[src/hw/rtl/quaternion_to_euler_angles_macros.svh]
// assertion helpers for the quaternion to euler angle converter
`ifndef QUATERNION_TO_EULER_ANGLES_MACROS_SVH
`define QUATERNION_TO_EULER_ANGLES_MACROS_SVH

// property that must hold at every clock edge outside reset
`define QTE_ASSERT_ALWAYS(lbl, expr) \
  lbl: assert property (@(posedge clk) disable iff (rst) (expr)) \
    else $error("quaternion_to_euler_angles: invariant check failed");

// property that must hold whenever its condition is true
`define QTE_ASSERT_IMPLY(lbl, ante, cons) \
  lbl: assert property (@(posedge clk) disable iff (rst) (ante) |-> (cons)) \
    else $error("quaternion_to_euler_angles: implication check failed");

`endif

[src/hw/rtl/qte_pkg.sv]
package qte_pkg;

  // angle accumulator precision, 2^(ANGLE_BITS-1) is pi
  localparam int ANGLE_BITS   = 16;
  // vectoring iterations per arctangent
  localparam int CORDIC_STEPS = 16;

  // datapath width of the cordic x and y lanes
  localparam int CW = 36;
  // angle accumulator width
  localparam int ZW = ANGLE_BITS + 2;
  // square root radicand and root width
  localparam int SQ_W = 57;
  // one root bit per cell
  localparam int SQ_STEPS = 29;
  localparam int STEP_W = (CORDIC_STEPS > 1) ? $clog2(CORDIC_STEPS) : 1;
  // pipeline depth of one arctangent unit
  localparam int CORD_LAT = CORDIC_STEPS + 2;
  // extra depth of the pitch path ahead of its arctangent unit
  localparam int SQ_LAT = SQ_STEPS + 2;

  localparam int TAB_SHIFT = 32 - ANGLE_BITS;
  localparam int TAB_RND   = (TAB_SHIFT > 0) ? TAB_SHIFT - 1 : 0;

  localparam logic signed [CW-1:0] Q28_ONE = 36'sd268435456;
  localparam logic signed [ZW-1:0] HALF_TURN = {2'b00, 1'b1, {(ANGLE_BITS-1){1'b0}}};
  localparam logic [SQ_W-1:0] SQ_ONE = {1'b1, {(SQ_W-1){1'b0}}};
  localparam logic signed [15:0] PITCH_MAX = 16'sd16384;
  localparam logic signed [15:0] PITCH_MIN = -16'sd16384;

  // sideband tag bits carried along the pitch path
  localparam int TAG_POS = 0;
  localparam int TAG_NEG = 1;

  // arctangent of 2^-i, 2^31 is pi
  localparam logic [31:0] ATAN_TAB [32] = '{
    32'h20000000, 32'h12E4051E, 32'h09FB385B, 32'h051111D4,
    32'h028B0D43, 32'h0145D7E1, 32'h00A2F61E, 32'h00517C55,
    32'h0028BE53, 32'h00145F2F, 32'h000A2F98, 32'h000517CC,
    32'h00028BE6, 32'h000145F3, 32'h0000A2FA, 32'h0000517D,
    32'h000028BE, 32'h0000145F, 32'h00000A30, 32'h00000518,
    32'h0000028C, 32'h00000146, 32'h000000A3, 32'h00000051,
    32'h00000029, 32'h00000014, 32'h0000000A, 32'h00000005,
    32'h00000003, 32'h00000001, 32'h00000001, 32'h00000000
  };

  typedef struct packed {
    logic                 valid;
    logic                 zero;
    logic [1:0]           tag;
    logic signed [CW-1:0] x;
    logic signed [CW-1:0] y;
    logic signed [ZW-1:0] z;
  } cordic_t;

  typedef struct packed {
    logic                 valid;
    logic [1:0]           tag;
    logic signed [CW-1:0] s;
    logic [SQ_W-1:0]      v;
    logic [SQ_W-1:0]      r;
    logic [SQ_W-1:0]      b;
  } sqrt_t;

  // table entry rounded half up to the accumulator precision
  function automatic logic signed [ZW-1:0] atan_entry(input logic [4:0] idx);
    logic [32:0] t;
    t = {1'b0, ATAN_TAB[idx]};
    if (TAB_SHIFT != 0) begin
      t = (t + (33'd1 << TAB_RND)) >> TAB_SHIFT;
    end
    return ZW'(t);
  endfunction

endpackage

[src/hw/rtl/qte_isqrt_cell.sv]
module qte_isqrt_cell (
  input  logic              clk,
  input  logic              rst,
  input  qte_pkg::sqrt_t    din,
  output qte_pkg::sqrt_t    dout
);

  logic [qte_pkg::SQ_W:0] trial;
  logic                   ge;
  qte_pkg::sqrt_t         nxt;

  // one root bit: subtract the trial value when it fits
  always_comb begin
    trial = {1'b0, din.r} + {1'b0, din.b};
    ge    = {1'b0, din.v} >= trial;
    nxt   = din;
    if (ge) begin
      nxt.v = din.v - trial[qte_pkg::SQ_W-1:0];
      nxt.r = (din.r >> 1) + din.b;
    end else begin
      nxt.r = din.r >> 1;
    end
    nxt.b = din.b >> 2;
  end

  always_ff @(posedge clk) begin
    if (rst) dout <= '0;
    else     dout <= nxt;
  end

endmodule

[config.mk]
export PLATFORM = sky130hd
export DESIGN_NAME = qte_isqrt_cell
export DESIGN_NICKNAME = d
export VERILOG_FILES = /design/src/hw/rtl/quaternion_to_euler_angles_macros.svh /design/src/hw/rtl/qte_pkg.sv /design/src/hw/rtl/qte_isqrt_cell.sv
export SDC_FILE = /design/constraint.sdc
export NUM_CORES = 1
export LEC_CHECK = 0
export BUFFER_PORTS_ARGS = -buffer_cell sky130_fd_sc_hd__clkbuf_2
export CAP_MARGIN = 20
export CORE_MARGIN = 3
export CORE_UTILIZATION = 50
export DETAILED_ROUTE_END_ITERATION = 6
export HOLD_SLACK_MARGIN = 0.1
export PLACE_DENSITY_LB_ADDON = 0.1
export REMOVE_ABC_BUFFERS = 1
export SLEW_MARGIN = 5
export SYNTH_ARGS = -nofsm -noshare
export SYNTH_HDL_FRONTEND = slang
export SYNTH_SLANG_ARGS = --single-unit
[constraint.sdc]
create_clock -name clk -period 15.4 [get_ports clk]
set_input_delay 1.54 -clock clk [delete_from_list [all_inputs] [get_ports clk]]
set_output_delay 1.54 -clock clk [all_outputs]
set_load 0.1 [all_outputs]
==> results.sh <==
export IMPL_slew_viol_final=0
export IMPL_cts_root_buf="clkbuf_16"
export IMPL_grt_first_pass_wirelength_mm=79.7
export IMPL_final_hold_viol_count=0
export IMPL_cp_common_cell="o21ai_0"
export IMPL_rsz0062_at_grt="false"
export IMPL_layout_commonest_cell="clkbuf_2"
export IMPL_syn_to_final_growth_pct=18.6
export IMPL_layout_common_cells="418 x clkbuf_2, 208 x dfxtp_1, 200 x nor2_1, 187 x a21oi_1, 170 x ha_1"
export IMPL_gr_total_overflow=0
export IMPL_start_util=0.515
export IMPL_placeableCoreArea_um2=31100
export IMPL_synth_area_leaders="dfxtp_1 26%, ha_1 13%, mux2i_1 5.9%"
export IMPL_first_pass_iters=5
export IMPL_min_path_type="input port to flop"
export IMPL_worstSetupStartpointType="input port"
export IMPL_seq_area_frac_synth=0.260
export IMPL_numPortBuffers=419
export IMPL_gp_congestion=0.950
export IMPL_grt_max_degree=90
export IMPL_worstSetupStartpoint="din[0]"
export IMPL_synth_compound_area_frac=0.225
export IMPL_critPathSlowestCell="buf_4"
export IMPL_drv_cap=0
export IMPL_fmax_mhz=119
export IMPL_n_fill_cell=2866
export IMPL_ys_seq_elements=208
export IMPL_synth_simple_area_share=0.191
export IMPL_crit_path_end_kind="flop"
export IMPL_ir_drop_v=0.0000900
export IMPL_wl_mm=51.9
export IMPL_yosys_mux_area_fraction=0.0588
export IMPL_yosys_most_used_dff="dfxtp_1"
export IMPL_finalCritPeriodShare=0.546
export IMPL_worst_slew_pin_slew_ns=1.15
export IMPL_slowest_delay_ns=0.69
export IMPL_layoutNonFillerInstCount=2715
export IMPL_synth_enable_flop_cells=0
export IMPL_vias_per_cell=5.73
export IMPL_cts_tree="done"
export IMPL_fp_dieH_um=185
export IMPL_clk_pin_slew_ns=0.06
export IMPL_postRouteAntennaNets=0
export IMPL_postCtsSetupBuffers=0
export IMPL_cts_max_path_buffers=3
export IMPL_synth_top_area_frac=0.260
export IMPL_reg_top3="dout x208"
export IMPL_leakage_uw=0.00936
export IMPL_required_ns=15.81
export IMPL_hp_start="din[196]"
export IMPL_crit_path_max_fanout=51
export IMPL_htreeDepth=1
export IMPL_drt_wirelength_per_cell_um=19.1
export IMPL_setup_tns_ns=0
export IMPL_holdWs_ns=1.21
export IMPL_synth_area_um2=16000
export IMPL_dieArea_um2=34200
export IMPL_cts_sinks=208
export IMPL_postSynthAreaPerCell_um2=8.32
export IMPL_synth_warnings=0
export IMPL_postCtsResizedCells=0
export IMPL_power_density_nw_per_um2=138
export IMPL_synth_top_family_by_area="compound AO/OA/AOI/OAI gates"
export IMPL_crit_arrival_ns=8.81
export IMPL_drtIter0Drc=997
export IMPL_setup_viol=0
export IMPL_yosys_cell_types_count=81
export IMPL_synthCells=1924
export IMPL_drive_above_1_share=0.216
export IMPL_async_reset_ff_frac=0
export IMPL_criticalPathCategory="input port to flop"
export IMPL_final_nets=2679
export IMPL_grt_pass1_vias=14834
export IMPL_synth_xor_area_frac=0.0881
export IMPL_die_x_um=185
export IMPL_drc_errors=0
export IMPL_cts_buffers=25
export IMPL_max_slew_margin=0.215
export IMPL_synth_fa_ha_area_frac=0.137
export IMPL_synth_top_cell_by_area="dfxtp_1"
export IMPL_final_min_clock_period_ns=8.40
export IMPL_ios=422
export IMPL_place_inst=2663
export IMPL_cts_hold_buf=0
export IMPL_antenna_found_initial=11
export IMPL_outcome="finished clean"
export IMPL_dr_total_vias=15548
export IMPL_rows=64
export IMPL_largest_reg_flops=208
export IMPL_dp_hpwl_mm=42.0
export IMPL_grt_use_total=0.290
export IMPL_top_register="dout"
## critical path: cells and delay by family
kind	cells	cell delay (ns)
AOI/OAI and AO/OA	15	3.91
xor gates and xnor gates	1	0.34
adders and majority gates	3	1.01
buffers and inverters	2	0.79
and+or+nand+nor	4	1.17
## layout make-up
type                            instances  area (um2)  area share
Timing Repair Buffer                  425        2150       0.113
Inverter                               38         143     0.00752
Antenna cell                            7        17.5    0.000923
Clock buffer                           34         689      0.0363
Tap cell                              396         495      0.0261
Sequential cell                       208        4160       0.219
Clock inverter                         11         125     0.00660
Multi-Input combinational cell       1596       11200       0.590
## through the flow
stage,total power [uW],instance area (um2),util,setup slack [ns]
after floorplan,1750,15500,-,4.59
final,2610,19000,0.611,7.00
after global placement,2010,18100,0.584,6.79
after global routing,2750,19000,0.611,6.57
after detailed placement,2010,18100,0.584,6.54
after CTS,2620,19000,0.610,7.09
## synth_stat cells, types with 5 or more instances
library cell  number
a221o_1            6
a31oi_1            9
and3_1            16
o21ai_1            7
a41oi_1            6
nand2_1          119
a211o_1            7
a221oi_1           6
nand3b_1          14
a21boi_0           5
buf_12             9
nor2_1           200
nor3_1            26
o31ai_1            8
dfxtp_1          208
nand4_1           38
o21a_1            18
nor2b_1          112
mux2i_1           94
or3_1              6
o21ai_0          102
o21bai_1          27
a211oi_1          15
o211ai_1           7
a2111oi_0          5
ha_1             170
o21ai_2            8
a21o_1            79
or2_1              5
xnor2_1           93
xor2_1            68
nand3_1           26
nand2b_1          22
buf_2              6
a311oi_1           7
a21oi_1          187
clkbuf_1          57
inv_1             38
## layer usage
metal	up-vias	share of wire	global-route usage
met5	-	0.00094	0
met1	7201	0.45	0.388
li1	7674	-	-
met2	589	0.44	0.470
met4	8	0.029	0.0888
met3	76	0.080	0.0611
## power by group
group          switching [uW]  internal, uW  total, uW
logic                     994           401       1400
registers                20.7           600        621
clock network             246           348        595
## path summary, 6_finish.rpt
path,depth (start not counted),slack [ns],end
min,2,1.21,dout[196]
max,25,7.00,dout[112]
## kinds of logic after synthesis
| kind of cell | after synthesis |
|---|---|
| and+or+nand+nor | 615 |
| adders and majority gates | 173 |
| buffers and inverters | 121 |
| DFF | 208 |
| AOI/OAI and AO/OA | 551 |
| xor gates and xnor gates | 161 |
| other | 1 |
| muxes | 94 |
(Power assumes the default switching activity.)
