File: src/hw/rtl/quaternion_to_euler_angles_macros.svh
// assertion helpers for the quaternion to euler angle converter
`ifndef QUATERNION_TO_EULER_ANGLES_MACROS_SVH
`define QUATERNION_TO_EULER_ANGLES_MACROS_SVH

// property that must hold at every clock edge outside reset
`define QTE_ASSERT_ALWAYS(lbl, expr) \
  lbl: assert property (@(posedge clk) disable iff (rst) (expr)) \
    else $error("quaternion_to_euler_angles: invariant check failed");

// property that must hold whenever its condition is true
`define QTE_ASSERT_IMPLY(lbl, ante, cons) \
  lbl: assert property (@(posedge clk) disable iff (rst) (ante) |-> (cons)) \
    else $error("quaternion_to_euler_angles: implication check failed");

`endif

File: src/hw/rtl/qte_pkg.sv
package qte_pkg;

  // angle accumulator precision, 2^(ANGLE_BITS-1) is pi
  localparam int ANGLE_BITS   = 16;
  // vectoring iterations per arctangent
  localparam int CORDIC_STEPS = 16;

  // datapath width of the cordic x and y lanes
  localparam int CW = 36;
  // angle accumulator width
  localparam int ZW = ANGLE_BITS + 2;
  // square root radicand and root width
  localparam int SQ_W = 57;
  // one root bit per cell
  localparam int SQ_STEPS = 29;
  localparam int STEP_W = (CORDIC_STEPS > 1) ? $clog2(CORDIC_STEPS) : 1;
  // pipeline depth of one arctangent unit
  localparam int CORD_LAT = CORDIC_STEPS + 2;
  // extra depth of the pitch path ahead of its arctangent unit
  localparam int SQ_LAT = SQ_STEPS + 2;

  localparam int TAB_SHIFT = 32 - ANGLE_BITS;
  localparam int TAB_RND   = (TAB_SHIFT > 0) ? TAB_SHIFT - 1 : 0;

  localparam logic signed [CW-1:0] Q28_ONE = 36'sd268435456;
  localparam logic signed [ZW-1:0] HALF_TURN = {2'b00, 1'b1, {(ANGLE_BITS-1){1'b0}}};
  localparam logic [SQ_W-1:0] SQ_ONE = {1'b1, {(SQ_W-1){1'b0}}};
  localparam logic signed [15:0] PITCH_MAX = 16'sd16384;
  localparam logic signed [15:0] PITCH_MIN = -16'sd16384;

  // sideband tag bits carried along the pitch path
  localparam int TAG_POS = 0;
  localparam int TAG_NEG = 1;

  // arctangent of 2^-i, 2^31 is pi
  localparam logic [31:0] ATAN_TAB [32] = '{
    32'h20000000, 32'h12E4051E, 32'h09FB385B, 32'h051111D4,
    32'h028B0D43, 32'h0145D7E1, 32'h00A2F61E, 32'h00517C55,
    32'h0028BE53, 32'h00145F2F, 32'h000A2F98, 32'h000517CC,
    32'h00028BE6, 32'h000145F3, 32'h0000A2FA, 32'h0000517D,
    32'h000028BE, 32'h0000145F, 32'h00000A30, 32'h00000518,
    32'h0000028C, 32'h00000146, 32'h000000A3, 32'h00000051,
    32'h00000029, 32'h00000014, 32'h0000000A, 32'h00000005,
    32'h00000003, 32'h00000001, 32'h00000001, 32'h00000000
  };

  typedef struct packed {
    logic                 valid;
    logic                 zero;
    logic [1:0]           tag;
    logic signed [CW-1:0] x;
    logic signed [CW-1:0] y;
    logic signed [ZW-1:0] z;
  } cordic_t;

  typedef struct packed {
    logic                 valid;
    logic [1:0]           tag;
    logic signed [CW-1:0] s;
    logic [SQ_W-1:0]      v;
    logic [SQ_W-1:0]      r;
    logic [SQ_W-1:0]      b;
  } sqrt_t;

  // table entry rounded half up to the accumulator precision
  function automatic logic signed [ZW-1:0] atan_entry(input logic [4:0] idx);
    logic [32:0] t;
    t = {1'b0, ATAN_TAB[idx]};
    if (TAB_SHIFT != 0) begin
      t = (t + (33'd1 << TAB_RND)) >> TAB_SHIFT;
    end
    return ZW'(t);
  endfunction

endpackage

File: src/hw/rtl/qte_cordic_cell.sv
module qte_cordic_cell (
  input  logic                        clk,
  input  logic                        rst,
  input  logic [qte_pkg::STEP_W-1:0]  step,
  input  qte_pkg::cordic_t            din,
  output qte_pkg::cordic_t            dout
);

  logic signed [qte_pkg::CW-1:0] xs;
  logic signed [qte_pkg::CW-1:0] ys;
  logic signed [qte_pkg::ZW-1:0] at;
  qte_pkg::cordic_t              nxt;

  // one vectoring micro-rotation toward the x axis
  always_comb begin
    xs  = din.x >>> step;
    ys  = din.y >>> step;
    at  = qte_pkg::atan_entry(5'(step));
    nxt = din;
    if (din.y < 0) begin
      nxt.x = din.x - ys;
      nxt.y = din.y + xs;
      nxt.z = din.z - at;
    end else begin
      nxt.x = din.x + ys;
      nxt.y = din.y - xs;
      nxt.z = din.z + at;
    end
  end

  always_ff @(posedge clk) begin
    if (rst) dout <= '0;
    else     dout <= nxt;
  end

endmodule

File: src/hw/rtl/qte_cordic.sv
module qte_cordic (
  input  logic                          clk,
  input  logic                          rst,
  input  logic                          valid_in,
  input  logic [1:0]                    tag_in,
  input  logic signed [qte_pkg::CW-1:0] y_in,
  input  logic signed [qte_pkg::CW-1:0] x_in,
  output logic                          valid_out,
  output logic [1:0]                    tag_out,
  output logic signed [15:0]            angle
);

  qte_pkg::cordic_t link [qte_pkg::CORDIC_STEPS+1];
  qte_pkg::cordic_t last;
  logic signed [15:0] ang;

  // fold the left half plane over by a half turn
  always_ff @(posedge clk) begin
    link[0].zero <= (x_in == 0) && (y_in == 0);
    link[0].tag  <= tag_in;
    if (x_in < 0) begin
      link[0].x <= -x_in;
      link[0].y <= -y_in;
      link[0].z <= (y_in < 0) ? -qte_pkg::HALF_TURN : qte_pkg::HALF_TURN;
    end else begin
      link[0].x <= x_in;
      link[0].y <= y_in;
      link[0].z <= '0;
    end
    if (rst) link[0].valid <= 1'b0;
    else     link[0].valid <= valid_in;
  end

  // row of micro-rotation cells
  for (genvar i = 0; i < qte_pkg::CORDIC_STEPS; i++) begin : g_cell
    qte_cordic_cell u_cell (
      .clk  (clk),
      .rst  (rst),
      .step (qte_pkg::STEP_W'(i)),
      .din  (link[i]),
      .dout (link[i+1])
    );
  end

  assign last = link[qte_pkg::CORDIC_STEPS];

  // scale the accumulator to the 16 bit output angle
  if (qte_pkg::ANGLE_BITS > 16) begin : g_round
    localparam int D = qte_pkg::ANGLE_BITS - 16;
    localparam logic signed [qte_pkg::ZW:0] RND = (qte_pkg::ZW+1)'(1) << (D - 1);
    logic signed [qte_pkg::ZW:0] zr;
    assign zr  = $signed({last.z[qte_pkg::ZW-1], last.z}) + RND;
    assign ang = 16'(zr >>> D);
  end else if (qte_pkg::ANGLE_BITS == 16) begin : g_same
    assign ang = last.z[15:0];
  end else begin : g_widen
    logic signed [15:0] zx;
    assign zx  = 16'(last.z);
    assign ang = zx <<< (16 - qte_pkg::ANGLE_BITS);
  end

  always_ff @(posedge clk) begin
    angle   <= last.zero ? 16'sd0 : ang;
    tag_out <= last.tag;
    if (rst) valid_out <= 1'b0;
    else     valid_out <= last.valid;
  end

endmodule

File: config.mk
export PLATFORM = sky130hd
export DESIGN_NAME = qte_cordic
export DESIGN_NICKNAME = d
export VERILOG_FILES = /design/src/hw/rtl/quaternion_to_euler_angles_macros.svh /design/src/hw/rtl/qte_pkg.sv /design/src/hw/rtl/qte_cordic_cell.sv /design/src/hw/rtl/qte_cordic.sv
export SDC_FILE = /design/constraint.sdc
export NUM_CORES = 2
export LEC_CHECK = 0
export BUFFER_PORTS_ARGS = -buffer_cell sky130_fd_sc_hd__buf_2
export CAP_MARGIN = 20
export CELL_PAD_IN_SITES_DETAIL_PLACEMENT = 0
export CELL_PAD_IN_SITES_GLOBAL_PLACEMENT = 1
export CORE_MARGIN = 3
export CORE_UTILIZATION = 53
export DETAILED_ROUTE_END_ITERATION = 12
export HOLD_SLACK_MARGIN = 0.12
export PLACE_DENSITY = 0.91
export SYNTH_ARGS = -nofsm -noshare
export SYNTH_HDL_FRONTEND = slang
export SYNTH_SLANG_ARGS = --single-unit
File: constraint.sdc
create_clock -name clk -period 12.2 [get_ports clk]
set_input_delay 0.61 -clock clk [delete_from_list [all_inputs] [get_ports clk]]
set_output_delay 0.61 -clock clk [all_outputs]
set_load 0.005 [all_outputs]
==> qor.csv <==
metric;value;unit
ys.flop_type;dfxtp_1;
yosys_warnings;0;
drv_slew;0;
via_count;93100;
grt-ovfl-total;0;
fin_skew;31.5;ps
rows;161;
path_clk_slew;60;ps
slew_headroom;28.6;%
r2r-start;g_cell[9].u_cell.dout[64]$_SDFF_PP0_;
grt_pass1_vias;89200;
wire_per_inst;19.1;µm
synthDistinctLibCells;84;
ys_seq_area_share;25.4;%
place_congestion;0.975;
setup_slack;6350;ps
die_h;448;µm
area_growth;8.83;%
core-area;0.194;mm²
die_area;0.201;mm²
status;completed;
cts_tree;done;
nFillCells;17700;
synth_area;0.104;mm²
worst-slew-pin-transition;1070;ps
rsz0062_at_grt;false;
grt_max_degree;200;
die_w;448;µm
cp.arrival;6570;ps
start_util;53.6;%
placement.io_buffers;95;
synth_top_area_share;25.4;%
viasPerCell;5.86;
synth_nets;14400;
drc;0;
cts_buffer_depth;3;
setup_tns;0;ps
globalRouteTotalUtil;29.1;%
r2r_end;g_cell[10].u_cell.dout[50]$_SDFF_PP0_;
path_max_fanout;6;
worst_setup_path_endpoint;g_cell[10].u_cell.dout[50]$_SDFF_PP0_;
fin_nets;14400;
critPathMaxStageDelay;740;ps
synth.area.top_cells;dfxtp_1 (25%), ha_1 (14%), xnor2_1 (8.1%);
clock_latency;810;ps
clk_root_buffer_cell;clkbuf_16;
synth-edff-count;0;
endpoint_kind;flip-flop;
antenna_found_initial;6;
yosysMostFrequentCell;nor2_1;
hold_violations;0;
post_cts_buffers;0;
pre_cts_slack;6640;ps
hold_class;in -> reg;
crit_slowest_cell;nor4bb_1;
yosys.area.top_type;dfxtp_1;
cts-resized-gates;0;
synthCells;13100;
path_cells;nor3_1 -> nor4bb_1 -> nor4bb_1 -> nand2_1 -> nor4_1 -> nor2_1 -> xnor2_1 -> ha_1 -> nand4_1 -> or3_1 -> o21ai_0 -> a21oi_1 -> o21ai_0 -> o2111ai_1 -> a21o_1 -> a21oi_1;
drtPass1Iterations;7;
htreeDepth;4;
clock_sinks;1314;
grt_pass1_wl;477000;µm
fmax;171;MHz
wirelength;303000;µm
r2r_slack;6350;ps
ys_ff_latch;1314;
setup_violations;0;
start_kind;flip-flop;
avgSynthCellArea;7.91;µm²
io_pins;96;
criticalPathCategory;reg -> reg;
multi_input_area;0.0740;mm²
ys_top_cells_by_count;nor2_1 (1939), dfxtp_1 (1314), a21oi_1 (1206);
worst-endpoint-required;12920;ps
synthArstFlopShare;0;%
r2r_cells;16;
hp-start;x_in[35];
drt-initial-drc-count;6553;
dp_hpwl;240000;µm
ant_nets;0;
cp-startpoint;g_cell[9].u_cell.dout[64]$_SDFF_PP0_;
cap_violations;0;
drive_gt1_share;4.08;%
cts_buffers;153;
fin_crit;5850;ps
fin_crit_sh;47.9;%
ff_latch_area;0.0263;mm²
==> placed cells by master (no fill, tap or decap), types with 147 or more instances in the layout <==
cell type and count:
nor3_1 371, xor2_1 675, nand2b_1 202, nor2b_1 338, a21o_1 635, ha_1 1191, clkbuf_16 155, o21ai_0 561
a21oi_1 1206, dfxtp_1 1301, inv_1 523, nor2_1 1939, nand2_1 649, o21bai_1 150, a31oi_1 151, nand3_1 213
and3_1 147, xnor2_1 961
==> worst max-delay path, delay by kind of cell (launching register included) <==
family,cells,cell delay (ps)
AOI/OAI and AO/OA,6,1620
xor gates and xnor gates,1,170
adders and majority gates,1,410
DFF,1,350
and+or+nand+nor,8,3200
==> worst min-delay path by stage <==
stage	depth (start not counted)	slack (ps)	to
6_report	3	190	link[1593]$_SDFF_PN0_
5_1_grt	3	170	link[1593]$_SDFF_PN0_
4_1_cts	2	180	g_cell[9].u_cell.dout[29]$_SDFF_PP0_
3_5_place_dp	0	320	tag_out[1]$_DFF_P_
3_3_place_gp	0	310	tag_out[0]$_DFF_P_
2_1_floorplan	0	310	tag_out[0]$_DFF_P_
==> logic make-up (layout without fill, tap and decap cells) <==
group                    count (synthesis)  after routing  synth area share (%)
adder cells (fa/ha/maj)               1232           1232                  15.2
XOR/XNOR                              1636           1636                  13.8
multiplexers                            70             70                 0.714
buffers and inverters                  910           1045                  3.30
AND/OR/NAND/NOR                       4506           4506                  20.6
flip-flops                            1314           1314                  25.4
AO/OA/AOI/OAI                         3448           3448                  21.1
other                                    0             13                     0
==> area by class of cell <==
cell class | instances | share of cell area (%)
tap | 2608 | 2.89
sequential | 1314 | 23.3
multi-input combinational | 10900 | 65.6
inverter | 530 | 1.76
timing repair buffer | 231 | 1.59
clock buffer | 192 | 3.76
clock inverter | 92 | 1.09
antenna | 13 | 0.0288
==> sequential cells by signal, summed over array words and instances, names as in the netlist <==
signal              flops
g_cell.u_cell.dout   1218
valid_out               1
tag_out                 2
link                   77
angle                  16
==> per-stage QoR <==
step	utilization, %	cell area, µm²	cells	hold WS (ps)
final	58.3	113000	15900	194
after global routing	58.3	113000	15900	173
after CTS	58.3	113000	15900	182
after detailed placement	55.0	106000	15500	319
after global placement	55.0	106000	15500	310
after floorplan	-	104000	13100	310
==> per-layer routing <==
| metal | share of wire (%) | routed length (µm) | global-route usage, % |
|---|---|---|---|
| met5 | 0 | 0 | 0 |
| met3 | 4.4 | 13200 | 3.36 |
| met4 | 4.8 | 14500 | 13.4 |
| met1 | 42 | 126000 | 34.8 |
| met2 | 49 | 148000 | 51.8 |
==> timing repair <==
action / 4_1_cts / 5_1_grt
endpoints found under the setup margin: 0 / 0
hold buffers: 96 / 0
hold endpoints to repair: 76 / 0
Power is left out: the tool's default activity adds up to more than one toggle a clock period on the data nets, which glitch-free logic cannot reach.
